$ cat src/rtl/core/tcprcw_pkg.sv
// tcprcw_pkg: shared types, constants and fixed-point helpers
// for the reno congestion window block; no dependencies
package tcprcw_pkg;

  localparam int FIX_W        = 48;  // fixed-point window and threshold width
  localparam int FRAC_MAX     = 24;  // largest supported fraction width
  localparam int FRAC_DEFAULT = 16;
  localparam int ACK_W        = 32;
  localparam int SEG_W        = 16;
  localparam int BYTES_W      = 32;
  localparam int DUP_W        = 8;
  localparam int CFG_W        = 32;  // widest register
  localparam int CFG_IDX_W    = 1;
  localparam int NUM_W        = 2 * SEG_W;  // segment size squared

  localparam logic [FIX_W-1:0] FIX_MAX      = {FIX_W{1'b1}};
  localparam logic [SEG_W-1:0] SEG_RESET    = 16'd1200;
  localparam logic [CFG_W-1:0] THRESH_RESET = 32'd10240;
  localparam logic [DUP_W-1:0] DUP_RECOVERY = 8'd3;
  localparam logic [DUP_W-1:0] DUP_MAX      = 8'd255;

  // phase codes
  localparam logic [1:0] PH_SLOW_START = 2'd0;
  localparam logic [1:0] PH_AVOID      = 2'd1;
  localparam logic [1:0] PH_RECOVERY   = 2'd2;

  // item kinds
  localparam logic KIND_ACK     = 1'b0;
  localparam logic KIND_TIMEOUT = 1'b1;

  // register indexes
  localparam logic [CFG_IDX_W-1:0] REG_SEGMENT_SIZE = 1'd0;
  localparam logic [CFG_IDX_W-1:0] REG_INIT_THRESH  = 1'd1;

  typedef struct packed {
    logic             kind;
    logic [ACK_W-1:0] ack_number;
  } in_item_t;

  typedef struct packed {
    logic [BYTES_W-1:0] window_bytes;
    logic [BYTES_W-1:0] threshold_bytes;
    logic [1:0]         phase;
    logic [DUP_W-1:0]   dup_count;
    logic               ack_advanced;
    logic               retransmit_all;
  } out_item_t;

  typedef struct packed {
    logic load_item;
    logic div_start;
    logic commit;
  } dp_cmd_t;

  typedef struct packed {
    logic need_div;
    logic div_done;
  } dp_status_t;

  // byte count to fixed point, saturated to the fixed-point width
  function automatic logic [FIX_W-1:0] to_fixed(input logic [31:0] v, input int frac);
    logic [FIX_W+FRAC_MAX-1:0] wide;
    wide = {{(FIX_W+FRAC_MAX-32){1'b0}}, v} << frac;
    if (|wide[FIX_W+FRAC_MAX-1:FIX_W]) begin
      to_fixed = FIX_MAX;
    end else begin
      to_fixed = wide[FIX_W-1:0];
    end
  endfunction

  // integer part, saturated to the byte field width
  function automatic logic [BYTES_W-1:0] bytes_out(input logic [FIX_W-1:0] f,
                                                   input int frac);
    logic [FIX_W-1:0] b;
    b = f >> frac;
    if (|b[FIX_W-1:BYTES_W]) begin
      bytes_out = {BYTES_W{1'b1}};
    end else begin
      bytes_out = b[BYTES_W-1:0];
    end
  endfunction

  function automatic logic [FIX_W-1:0] sat_add(input logic [FIX_W-1:0] a,
                                               input logic [FIX_W-1:0] b);
    logic [FIX_W:0] s;
    s = {1'b0, a} + {1'b0, b};
    sat_add = s[FIX_W] ? FIX_MAX : s[FIX_W-1:0];
  endfunction

endpackage

$ cat src/rtl/core/tcprcw_div.sv
// tcprcw_div: bit-serial restoring divider for the avoidance increment
// depends on tcprcw_pkg
module tcprcw_div import tcprcw_pkg::*; #(
  parameter int FRAC_BITS = FRAC_DEFAULT
) (
  input  logic             clk,
  input  logic             rst,
  input  logic             start,
  input  logic [NUM_W-1:0] numer,
  input  logic [FIX_W-1:0] denom,
  output logic             done,
  output logic [FIX_W-1:0] quot
);

  localparam int STEPS = NUM_W + 2 * FRAC_BITS;
  localparam int CNT_W = $clog2(STEPS + 1);

  logic [CNT_W-1:0] cnt;
  logic [NUM_W-1:0] numer_sh;
  logic [FIX_W-1:0] rem;
  logic [FIX_W-1:0] q;
  logic             sat;

  logic [FIX_W:0] rem_sh;
  logic [FIX_W:0] rem_diff;
  logic           fits;

  assign rem_sh   = {rem, numer_sh[NUM_W-1]};
  assign fits     = rem_sh >= {1'b0, denom};
  assign rem_diff = rem_sh - {1'b0, denom};
  assign quot     = sat ? FIX_MAX : q;

  always_ff @(posedge clk) begin
    if (rst) begin
      cnt  <= '0;
      done <= 1'b0;
    end else if (start) begin
      cnt  <= CNT_W'(STEPS);
      done <= 1'b0;
    end else if (cnt != '0) begin
      cnt <= cnt - CNT_W'(1);
      if (cnt == CNT_W'(1)) begin
        done <= 1'b1;
      end
    end
  end

  always_ff @(posedge clk) begin
    if (start) begin
      numer_sh <= numer;
      rem      <= '0;
      q        <= '0;
      sat      <= (denom == '0);  // zero window: saturate the increment
    end else if (cnt != '0) begin
      numer_sh <= {numer_sh[NUM_W-2:0], 1'b0};
      rem      <= fits ? rem_diff[FIX_W-1:0] : rem_sh[FIX_W-1:0];
      q        <= {q[FIX_W-2:0], fits};
      sat      <= sat | q[FIX_W-1];  // quotient outgrew the window width
    end
  end

endmodule

$ cat src/rtl/core/tcprcw_dp.sv
// tcprcw_dp: window state, configuration registers and step datapath
// depends on tcprcw_pkg and tcprcw_div
module tcprcw_dp import tcprcw_pkg::*; #(
  parameter int FRAC_BITS = FRAC_DEFAULT
) (
  input  logic                 clk,
  input  logic                 rst,
  input  logic                 cfg_we,
  input  logic [CFG_IDX_W-1:0] cfg_index,
  input  logic [CFG_W-1:0]     cfg_data,
  input  in_item_t             in_item,
  input  dp_cmd_t              cmd,
  output dp_status_t           status,
  output out_item_t            out_item
);

  logic [SEG_W-1:0] segment_size;
  logic [NUM_W-1:0] square;
  logic [FIX_W-1:0] window;
  logic [FIX_W-1:0] threshold;
  logic [1:0]       phase;
  logic [ACK_W-1:0] last_ack;
  logic [DUP_W-1:0] dup;
  logic             item_kind;
  logic [ACK_W-1:0] item_ack;

  logic [FIX_W-1:0] window_next;
  logic [FIX_W-1:0] threshold_next;
  logic [1:0]       phase_next;
  logic [ACK_W-1:0] last_ack_next;
  logic [DUP_W-1:0] dup_next;
  logic             advanced;
  logic             retransmit;

  logic [FIX_W-1:0] seg_fix;
  logic [FIX_W-1:0] seg3_fix;
  logic [FIX_W-1:0] div_q;
  logic [FIX_W-1:0] inc;
  logic [FIX_W-1:0] win_add;
  logic [FIX_W-1:0] win_a;
  logic [DUP_W-1:0] dup_a;
  logic             newer;
  logic             same;
  logic             div_done;

  assign seg_fix  = to_fixed({{(32-SEG_W){1'b0}}, segment_size}, FRAC_BITS);
  assign seg3_fix = to_fixed({{(32-SEG_W-2){1'b0}},
                              {2'b00, segment_size} + {1'b0, segment_size, 1'b0}},
                             FRAC_BITS);

  assign newer = item_ack > last_ack;
  assign same  = item_ack == last_ack;

  assign status.need_div = (item_kind == KIND_ACK) && newer && (phase == PH_AVOID);
  assign status.div_done = div_done;

  tcprcw_div #(.FRAC_BITS(FRAC_BITS)) u_div (
    .clk   (clk),
    .rst   (rst),
    .start (cmd.div_start),
    .numer (square),
    .denom (window),
    .done  (div_done),
    .quot  (div_q)
  );

  // one shared adder: avoidance adds the quotient, everything else one segment
  assign inc     = (phase == PH_AVOID) ? div_q : seg_fix;
  assign win_add = sat_add(window, inc);

  always_comb begin
    window_next    = window;
    threshold_next = threshold;
    phase_next     = phase;
    last_ack_next  = last_ack;
    dup_next       = dup;
    advanced       = 1'b0;
    retransmit     = 1'b0;
    win_a          = window;
    dup_a          = dup;
    if (item_kind == KIND_TIMEOUT) begin
      threshold_next = {1'b0, window[FIX_W-1:1]};
      window_next    = seg_fix;
      dup_next       = '0;
      phase_next     = PH_SLOW_START;
      retransmit     = 1'b1;
    end else if (phase == PH_SLOW_START || phase == PH_AVOID) begin
      advanced = newer;
      if (newer) begin
        win_a         = win_add;
        dup_a         = '0;
        last_ack_next = item_ack;
      end else if (same && dup != DUP_MAX) begin
        dup_a = dup + DUP_W'(1);
      end
      window_next = win_a;
      dup_next    = dup_a;
      // third duplicate: only reached without a window step
      if (dup_a == DUP_RECOVERY) begin
        threshold_next = {1'b0, window[FIX_W-1:1]};
        window_next    = sat_add({1'b0, window[FIX_W-1:1]}, seg3_fix);
        phase_next     = PH_RECOVERY;
      end else if (phase == PH_SLOW_START && win_a >= threshold) begin
        phase_next = PH_AVOID;
      end
    end else begin
      // fast recovery, and the unused phase code
      advanced = newer;
      if (newer) begin
        window_next   = threshold;
        dup_next      = '0;
        phase_next    = PH_AVOID;
        last_ack_next = item_ack;
      end else if (same) begin
        window_next = win_add;
      end
    end
  end

  always_ff @(posedge clk) begin
    if (rst) begin
      segment_size <= SEG_RESET;
      window       <= to_fixed({{(32-SEG_W){1'b0}}, SEG_RESET}, FRAC_BITS);
      threshold    <= to_fixed(THRESH_RESET, FRAC_BITS);
      phase        <= PH_SLOW_START;
      last_ack     <= '0;
      dup          <= '0;
    end else if (cmd.commit) begin
      window    <= window_next;
      threshold <= threshold_next;
      phase     <= phase_next;
      last_ack  <= last_ack_next;
      dup       <= dup_next;
    end else if (cfg_we) begin
      unique case (cfg_index)
        REG_SEGMENT_SIZE: segment_size <= cfg_data[SEG_W-1:0];
        REG_INIT_THRESH:  threshold    <= to_fixed(cfg_data, FRAC_BITS);
        default:          ;
      endcase
    end
  end

  always_ff @(posedge clk) begin
    square <= {{SEG_W{1'b0}}, segment_size} * {{SEG_W{1'b0}}, segment_size};
    if (cmd.load_item) begin
      item_kind <= in_item.kind;
      item_ack  <= in_item.ack_number;
    end
    if (cmd.commit) begin
      out_item.window_bytes    <= bytes_out(window_next, FRAC_BITS);
      out_item.threshold_bytes <= bytes_out(threshold_next, FRAC_BITS);
      out_item.phase           <= phase_next;
      out_item.dup_count       <= dup_next;
      out_item.ack_advanced    <= advanced;
      out_item.retransmit_all  <= retransmit;
    end
  end

endmodule

$ cat src/rtl/core/tcprcw_ctrl.sv
// tcprcw_ctrl: sequencing state machine and output handshake
// depends on tcprcw_pkg
module tcprcw_ctrl import tcprcw_pkg::*; (
  input  logic       clk,
  input  logic       rst,
  input  logic       in_valid,
  output logic       in_ready,
  output logic       out_valid,
  input  logic       out_ready,
  input  dp_status_t status,
  output dp_cmd_t    cmd
);

  localparam logic [1:0] ST_IDLE   = 2'd0;
  localparam logic [1:0] ST_EVAL   = 2'd1;
  localparam logic [1:0] ST_DIV    = 2'd2;
  localparam logic [1:0] ST_COMMIT = 2'd3;

  logic [1:0] state;
  logic [1:0] state_next;
  logic       out_free;

  assign out_free = !out_valid || out_ready;
  assign in_ready = (state == ST_IDLE);

  always_comb begin
    state_next    = state;
    cmd.load_item = 1'b0;
    cmd.div_start = 1'b0;
    cmd.commit    = 1'b0;
    unique case (state)
      ST_IDLE: begin
        if (in_valid) begin
          cmd.load_item = 1'b1;
          state_next    = ST_EVAL;
        end
      end
      ST_EVAL: begin
        if (status.need_div) begin
          cmd.div_start = 1'b1;
          state_next    = ST_DIV;
        end else begin
          state_next = ST_COMMIT;
        end
      end
      ST_DIV: begin
        if (status.div_done) begin
          state_next = ST_COMMIT;
        end
      end
      ST_COMMIT: begin
        if (out_free) begin
          cmd.commit = 1'b1;
          state_next = ST_IDLE;
        end
      end
      default: state_next = ST_IDLE;
    endcase
  end

  always_ff @(posedge clk) begin
    if (rst) begin
      state     <= ST_IDLE;
      out_valid <= 1'b0;
    end else begin
      state <= state_next;
      if (cmd.commit) begin
        out_valid <= 1'b1;
      end else if (out_ready) begin
        out_valid <= 1'b0;
      end
    end
  end

endmodule

$ cat src/rtl/core/tcp_reno_congestion_window.sv
// tcp_reno_congestion_window: top level of the reno congestion window block
// depends on tcprcw_pkg, tcprcw_ctrl, tcprcw_dp (which holds tcprcw_div)
//
// Reno-style congestion window control. Each input item is an acknowledgement
// (kind 0, with its byte sequence number) or a receive timeout (kind 1), and
// each one yields exactly one result item with the window, threshold, phase
// and duplicate count after the step. One item is worked on at a time. An
// item passes through the steps accept, evaluate and commit. A new
// acknowledgement in congestion avoidance also passes through a divide step
// between evaluate and commit, because the mss*mss/cwnd increment comes from
// a bit-serial restoring divider that resolves one quotient bit per cycle;
// the controller moves on to commit once the divider raises its done flag.
// The result sits in an output register, so the next item is accepted while
// a finished result still waits to be taken; that next item then waits in
// its commit step until the register frees. Configuration writes (segment
// size at index 0, initial threshold at index 1, which also reloads the
// threshold at once) are meant for idle periods only. There is no clearing
// pass after reset; the block takes items from the first cycle after reset.
module tcp_reno_congestion_window import tcprcw_pkg::*; #(
  parameter int FRAC_BITS = FRAC_DEFAULT  // fraction bits, 8 to 24
) (
  input  logic                 clk,
  input  logic                 rst,
  // item input
  input  logic                 in_valid,
  output logic                 in_ready,
  input  in_item_t             in_item,
  // result output
  output logic                 out_valid,
  input  logic                 out_ready,
  output out_item_t            out_item,
  // configuration writes
  input  logic                 cfg_we,
  input  logic [CFG_IDX_W-1:0] cfg_index,
  input  logic [CFG_W-1:0]     cfg_data
);

  dp_cmd_t    cmd;     // load item, start divide, commit step
  dp_status_t status;  // divide needed, divide finished

  tcprcw_ctrl u_ctrl (
    .clk       (clk),
    .rst       (rst),
    .in_valid  (in_valid),
    .in_ready  (in_ready),
    .out_valid (out_valid),
    .out_ready (out_ready),
    .status    (status),
    .cmd       (cmd)
  );

  // state registers, step logic, divider and result register
  tcprcw_dp #(.FRAC_BITS(FRAC_BITS)) u_dp (
    .clk       (clk),
    .rst       (rst),
    .cfg_we    (cfg_we),
    .cfg_index (cfg_index),
    .cfg_data  (cfg_data),
    .in_item   (in_item),
    .cmd       (cmd),
    .status    (status),
    .out_item  (out_item)
  );

endmodule

$ cat config.mk
export PLATFORM = sky130hd
export DESIGN_NAME = tcp_reno_congestion_window
export DESIGN_NICKNAME = d
export VERILOG_FILES = /design/src/rtl/core/tcprcw_pkg.sv /design/src/rtl/core/tcprcw_div.sv /design/src/rtl/core/tcprcw_dp.sv /design/src/rtl/core/tcprcw_ctrl.sv /design/src/rtl/core/tcp_reno_congestion_window.sv
export SDC_FILE = /design/constraint.sdc
export NUM_CORES = 2
export LEC_CHECK = 0
export BUFFER_PORTS_ARGS = -buffer_cell sky130_fd_sc_hd__buf_2
export CAP_MARGIN = 20
export CELL_PAD_IN_SITES_DETAIL_PLACEMENT = 0
export CELL_PAD_IN_SITES_GLOBAL_PLACEMENT = 1
export CORE_UTILIZATION = 38
export CTS_BUF_LIST = sky130_fd_sc_hd__clkbuf_8
export CTS_CLUSTER_DIAMETER = 120
export DETAILED_ROUTE_END_ITERATION = 8
export PLACE_DENSITY = 0.77
export SETUP_SLACK_MARGIN = 0.05
export SLEW_MARGIN = 25
export SYNTH_ARGS = -nofsm -noshare
export SYNTH_HDL_FRONTEND = slang
export SYNTH_SLANG_ARGS = --single-unit
$ cat constraint.sdc
create_clock -name clk -period 8.5 [get_ports clk]
set_input_delay 1.7 -clock clk [delete_from_list [all_inputs] [get_ports clk]]
set_output_delay 1.7 -clock clk [all_outputs]
set_load 0.05 [all_outputs]
=== Word-level counts from Yosys, hierarchy flattened ===
Index checks and enable logic that the tools add are counted.

* Add/sub/neg operators: 6
* $mul: 1
* $lt $le $gt $ge: 3
* Equal/unequal tests: 13
* Muxes and demuxes: 51
* Bitwise logic cells: 4
* Reductions and logical operators: 24

{| class="wikitable"
|+ Operators with widths
! kind !! count
|-
| $mux 48 || 19
|-
| $mux 32 || 2
|-
| $mux 8 || 7
|-
| $add 48x48->49 || 1
|-
| $ge 49x48->1 || 1
|-
| $add 47x34->48 || 1
|-
| $ge 48x48->1 || 1
|-
| $logic_not 48->1 || 1
|-
| $sub 48x48->48 || 1
|-
| $eq 32x32->1 || 1
|-
| $gt 32x32->1 || 1
|-
| $mul 16x16->32 || 1
|-
| $add 16x17->18 || 1
|-
| $mux 2 || 8
|-
| $mux 7 || 2
|-
| $mux 1 || 12
|-
| $reduce_and 3->1 || 3
|-
| $add 8x1->8 const B || 1
|-
| $eq 8x2->1 const B || 1
|-
| $ne 8x8->1 const B || 1
|-
| $pmux 2 s4 || 1
|-
| $reduce_bool 2->1 || 4
|-
| $eq 7x1->1 const B || 1
|-
| $reduce_bool 7->1 || 1
|-
| 16 further kinds || 29
|}

* Register bits after elaboration: 435
* Input bits: 71
* Logic and storage cells: 128

=== Longest topological paths before layout ===
* Word-level depth: 13
* Gate-level depth with buffers: 30

=== Hierarchy ===
A second synthesis with hierarchy kept.

* Cell total of the unflattened synthesis: 4275
* Area total of the unflattened synthesis: 35959.5 um2

{| class="wikitable"
|+ Modules (own cells, without submodules)
! module !! instances !! cells each !! area each (um2) !! seq. area each (um2)
|-
| tcprcw_dp || 1 || 3143 || 26660.6 || 6976.7
|-
| tcprcw_div || 1 || 1106 || 9043.7 || 3072.9
|-
| tcprcw_ctrl || 1 || 26 || 255.2 || 60.1
|}

=== Worst setup path before layout ===
OpenSTA, ideal clock, no wires.

* Kind: flip-flop to flip-flop
* Start point: reg u_dp.segment_size[4]
* End point: reg u_dp.square[30]
* Setup time: 0.072 ns
* Data arrival time: 6.575 ns
* Slack: 1.853 ns
* Cell stages (with the launch flop): 27
* Path buffers: 2
* Clock period less this slack: 6.647 ns
* Cell sequence: dfxtp_1 clkbuf_1 inv_1 clkbuf_1 nor2_1 fa_1 inv_1 fa_1 fa_1 inv_1 fa_1 inv_1 fa_1 inv_1 fa_1 ha_1 and3_1 o211ai_1 a21oi_1 o21ai_0 a21oi_1 o211ai_1 a21boi_0 or4_1 a31o_2 a21oi_1 xnor2_1

* Word-level cells in the longest chain between the ends: 1

{| class="wikitable"
|+ RTL lines
! item !! RTL line !! text
|-
| start: declaration || tcprcw_dp.sv:17 || <nowiki>logic [SEG_W-1:0] segment_size;</nowiki>
|-
| start signal: assignment || tcprcw_dp.sv:136 || <nowiki>REG_SEGMENT_SIZE: segment_size <= cfg_data[SEG_W-1:0];</nowiki>
|-
| $mul 16x16->32 || tcprcw_dp.sv:144 || <nowiki>square <= {{SEG_W{1'b0}}, segment_size} * {{SEG_W{1'b0}}, segment_size};</nowiki>
|-
| end signal: assignment || tcprcw_dp.sv:144 ||
|-
| end: declaration || tcprcw_dp.sv:18 || <nowiki>logic [NUM_W-1:0] square;</nowiki>
|}

Every way passes these cells.
A chain may end at the register's enable or synchronous reset.

=== Final worst setup path ===
* Start point: reg u_dp.segment_size[7]
* End point: reg u_dp.square[30]

Same word-level chain as after synthesis.

==> impl_metrics.ini <==
[worst_setup_path]
cp_cell_sequence = clkinv_1, nor2_1, fa_1, inv_1, fa_1, fa_1, inv_1, fa_1, inv_1, fa_1, inv_1, fa_1, ha_1, and3_1, o211ai_1, a21oi_1, o21ai_0, a21oi_1, o211ai_1, a21boi_0, or4_1, a31o_2, a21oi_1, xnor2_1
r2r-start = u_dp.segment_size[7]
crit_arrival_ns = 8.29
critPathMaxFanout = 12
end_kind = register
crit_type = reg -> reg
timing.rr.end = u_dp.square[30]
max_stage_delay_ns = 0.60
crit_required_ns = 9.18
crit_buf_inv = 5
cp_common_cell = fa_1
start_kind = register
ff2ff_path_depth = 24
worst_path_dominant_cell_family = adder cells
r2r_slack_ns = 0.89
cp_slowest_cell = dfxtp_1

[logic_synthesis]
ys_top_cells_by_area = dfxtp_1, edfxtp_1, ha_1
synth_seq_cells = 434
ys.flop_type = dfxtp_1
syn_area_mm2 = 0.03554
yosysMostFrequentCell = nand2_1
yosys.area.top_type = dfxtp_1
yosysTopAreaCellShare_pct = 16.45
ys_async_sr_fraction_pct = 0
syn_nets = 4870
seq_area_frac_synth_pct = 28.44
avgSynthCellArea_um2 = 8.252
syn_inst = 4307
synth.distinct_cells = 94
ys.warnings.count = 0
synth-edff-count = 142
ys_top_cells_by_count = nand2_1, a21oi_1, nor2_1

[cts]
cts_tree = done
cts_resized = 0
cts-root-buf = clkbuf_8
clock_path_buffers = 3
cts_num_sinks = 434
cts_setup_buffers = 0
cts_made_buffers = 86
htree_levels = 3
clkTransAtPathRegs_ns = 0.06
clock_latency_ns = 0.78
ctsHoldBuffers = 0

[min_path]
hold_path_end = u_dp.last_ack[22]
hp-class = reg -> reg
hold_start = u_dp.last_ack[22]
holdPathStages = 2

[timing]
grt_setup_unrepaired = false
tightest_slew_ns = 1.103
tns_ns = 0
setup_violations = 0
slew_headroom_pct = 26.48
finalCriticalPeriod_ns = 7.611
finalCritPeriodShare_pct = 89.54
drv_slew = 0
skew_ns = 0.06858
hold_violations = 0
max_freq_mhz = 131.4

[pwr]
p_comb_share_pct = 52.3
switchingPower_mw = 5.287
seqPwrFrac_pct = 27.3
p_sw_share_pct = 45.71
vdd_ir_drop_max_mv = 0.1900
finalPower_mw = 11.57
powerDensity_mw_per_mm2 = 293.2
internal-power_mw = 6.279
p_clk_share_pct = 20.3
power.leakage_nw = 16.93

[placement]
hpwlAfterDp_um = 93520
place_congestion = 1.003
io_buffers = 148
placed_area_mm2 = 0.03755

[drt]
avgViaCountPerCell = 5.676
drc = 0
first_iter_violations = 2989
avgRoutedWirePerCell_um = 21.80
num_vias = 32380
postRouteWirelength_um = 124300
dr.pass1.iters = 6
drt.antenna.violating_nets = 0

[final_layout]
fillerInstances = 9390
finalCoreUtilization_pct = 42.77
final_area_mm2 = 0.03944
fin_nets = 4947
area_growth_pct = 10.97
drive_above_1_share_pct = 10.46

[run]
drv_cap = 0

[floorplanning]
die_area_mm2 = 0.09476
rows = 111
start_util_pct = 38.54
fp.dieH_um = 307.8
die_x_um = 307.8
core-area_mm2 = 0.09222
ios = 149

[global_route]
grt_pass1_wl_um = 189500
grt_pass1_vias = 31040
overflow = 0
antenna_found_initial = 5
track_usage_pct = 26.01
grt_max_degree = 79

[outcome]
status = finished clean
cells in the final DEF, fill, tap and decap left out, drive strengths merged, types with 28 or more instances in the layout:
cell / netlist / layout
nor2: 403 / 403
a22oi: 32 / 32
inv: 357 / 381
ha: 324 / 324
nor4: 29 / 29
buf: 46 / 224
nand3: 79 / 79
and3: 30 / 30
xnor2: 85 / 85
clkinv: 9 / 33
a211oi: 48 / 48
nand2: 595 / 595
fa: 168 / 168
a21oi: 407 / 407
nand4: 48 / 48
nor3: 67 / 67
edfxtp: 142 / 142
o21ai: 241 / 241
a311oi: 36 / 36
a31oi: 37 / 37
a21o: 113 / 113
o21a: 44 / 44
nand2b: 30 / 30
o211ai: 31 / 31
o31ai: 28 / 28
xor2: 64 / 64
dfxtp: 292 / 292
clkbuf: 189 / 101
per-stage QoR:
| step | hold WS [ns] | setup slack (ns) | cells |
|---|---|---|---|
| 6_report | 0.4520 | 0.8894 | 5704 |
| 5_1_grt | 0.4689 | 0.4956 | 5702 |
| 4_1_cts | 0.4528 | 0.8664 | 5700 |
| 3_5_place_dp | 0.4450 | 0.8890 | 5539 |
| 3_3_place_gp | 0.4399 | 1.096 | 5539 |
| 2_1_floorplan | 0.3971 | 1.853 | 4307 |
worst reg2reg max path, cell delays in order, from the launching register on:
cell and delay, ns:
dfxtp_1 0.60, clkinv_1 0.45, nor2_1 0.32, fa_1 0.45, inv_1 0.09, fa_1 0.43
fa_1 0.53, inv_1 0.05, fa_1 0.47, inv_1 0.06, fa_1 0.54, inv_1 0.06
fa_1 0.47, ha_1 0.38, and3_1 0.21, o211ai_1 0.09, a21oi_1 0.07, o21ai_0 0.37
a21oi_1 0.20, o211ai_1 0.40, a21boi_0 0.21, or4_1 0.53, a31o_2 0.25, a21oi_1 0.18
xnor2_1 0.14
cell families after synthesis:
| group | count (synthesis) | share of synthesized area, % |
|---|---|---|
| AND/OR/NAND/NOR | 1391 | 17.24 |
| AO/OA/AOI/OAI | 1211 | 22.29 |
| buffers and inverters | 601 | 6.643 |
| adder cells (fa/ha/maj) | 492 | 20.87 |
| flip-flops | 434 | 28.44 |
| XOR/XNOR | 149 | 3.672 |
| multiplexers | 29 | 0.8449 |
power by group through the flow:
stage | Combinational (mW) | Clock, mW | Sequential (mW)
5_1_grt | 6.72 | 2.49 | 3.22
6_report | 6.05 | 2.35 | 3.16
3_5_place_dp | 5.94 | 0 | 3.19
4_1_cts | 6.00 | 2.41 | 3.16
3_3_place_gp | 5.93 | 0 | 3.18
2_1_floorplan | 4.34 | 0 | 3.18
registers in the layout (all words and copies together) (netlist names):
signal               cells
u_dp.item_kind           1
u_dp.u_div.cnt           7
u_dp.u_div.numer_sh     32
u_dp.item_ack           32
u_dp.u_div.rem          48
u_dp.last_ack           32
u_dp.u_div.q            48
u_ctrl.state             2
u_dp.u_div.done          1
u_ctrl.out_valid         1
u_dp.window             48
u_dp.phase               2
u_dp.square             31
u_dp.segment_size       16
u_dp.dup                 8
u_dp.out_item           76
u_dp.threshold          48
u_dp.u_div.sat           1
final cells by class:
class / instances / area [um2] / area share [%]
multi-input combinational: 3272 / 23190 / 58.79
sequential: 434 / 10110 / 25.64
tap: 1243 / 1555 / 3.943
clock buffer: 101 / 1390 / 3.525
inverter: 366 / 1376 / 3.490
timing repair buffer: 224 / 1330 / 3.372
clock inverter: 60 / 479.2 / 1.215
antenna: 4 / 10.01 / 0.02538
how the worst max path moves through the flow:
| stage | slack (ns) | end | start | depth (start not counted) |
|---|---|---|---|---|
| finish | 0.89 | u_dp.square[30] | u_dp.segment_size[7] | 24 |
| global route | 0.50 | u_dp.square[30] | u_dp.segment_size[7] | 24 |
| CTS | 0.87 | u_dp.square[30] | u_dp.segment_size[7] | 24 |
| detailed placement | 0.89 | u_dp.square[30] | u_dp.segment_size[7] | 24 |
| global placement | 1.10 | u_dp.square[30] | u_dp.segment_size[7] | 24 |
| floorplan | 1.85 | u_dp.square[30] | u_dp.segment_size[4] | 26 |
metal layers:
layer  global-route usage, %  share of wire [%]  up-vias
met5                       0              0.010        -
met3                   4.232                7.5      266
met1                   35.22                 44    15460
met4                   11.25                4.1        2
li1                        -                  -    15310
met2                   40.76                 45     1339
Power figures use the tool's default switching activity.
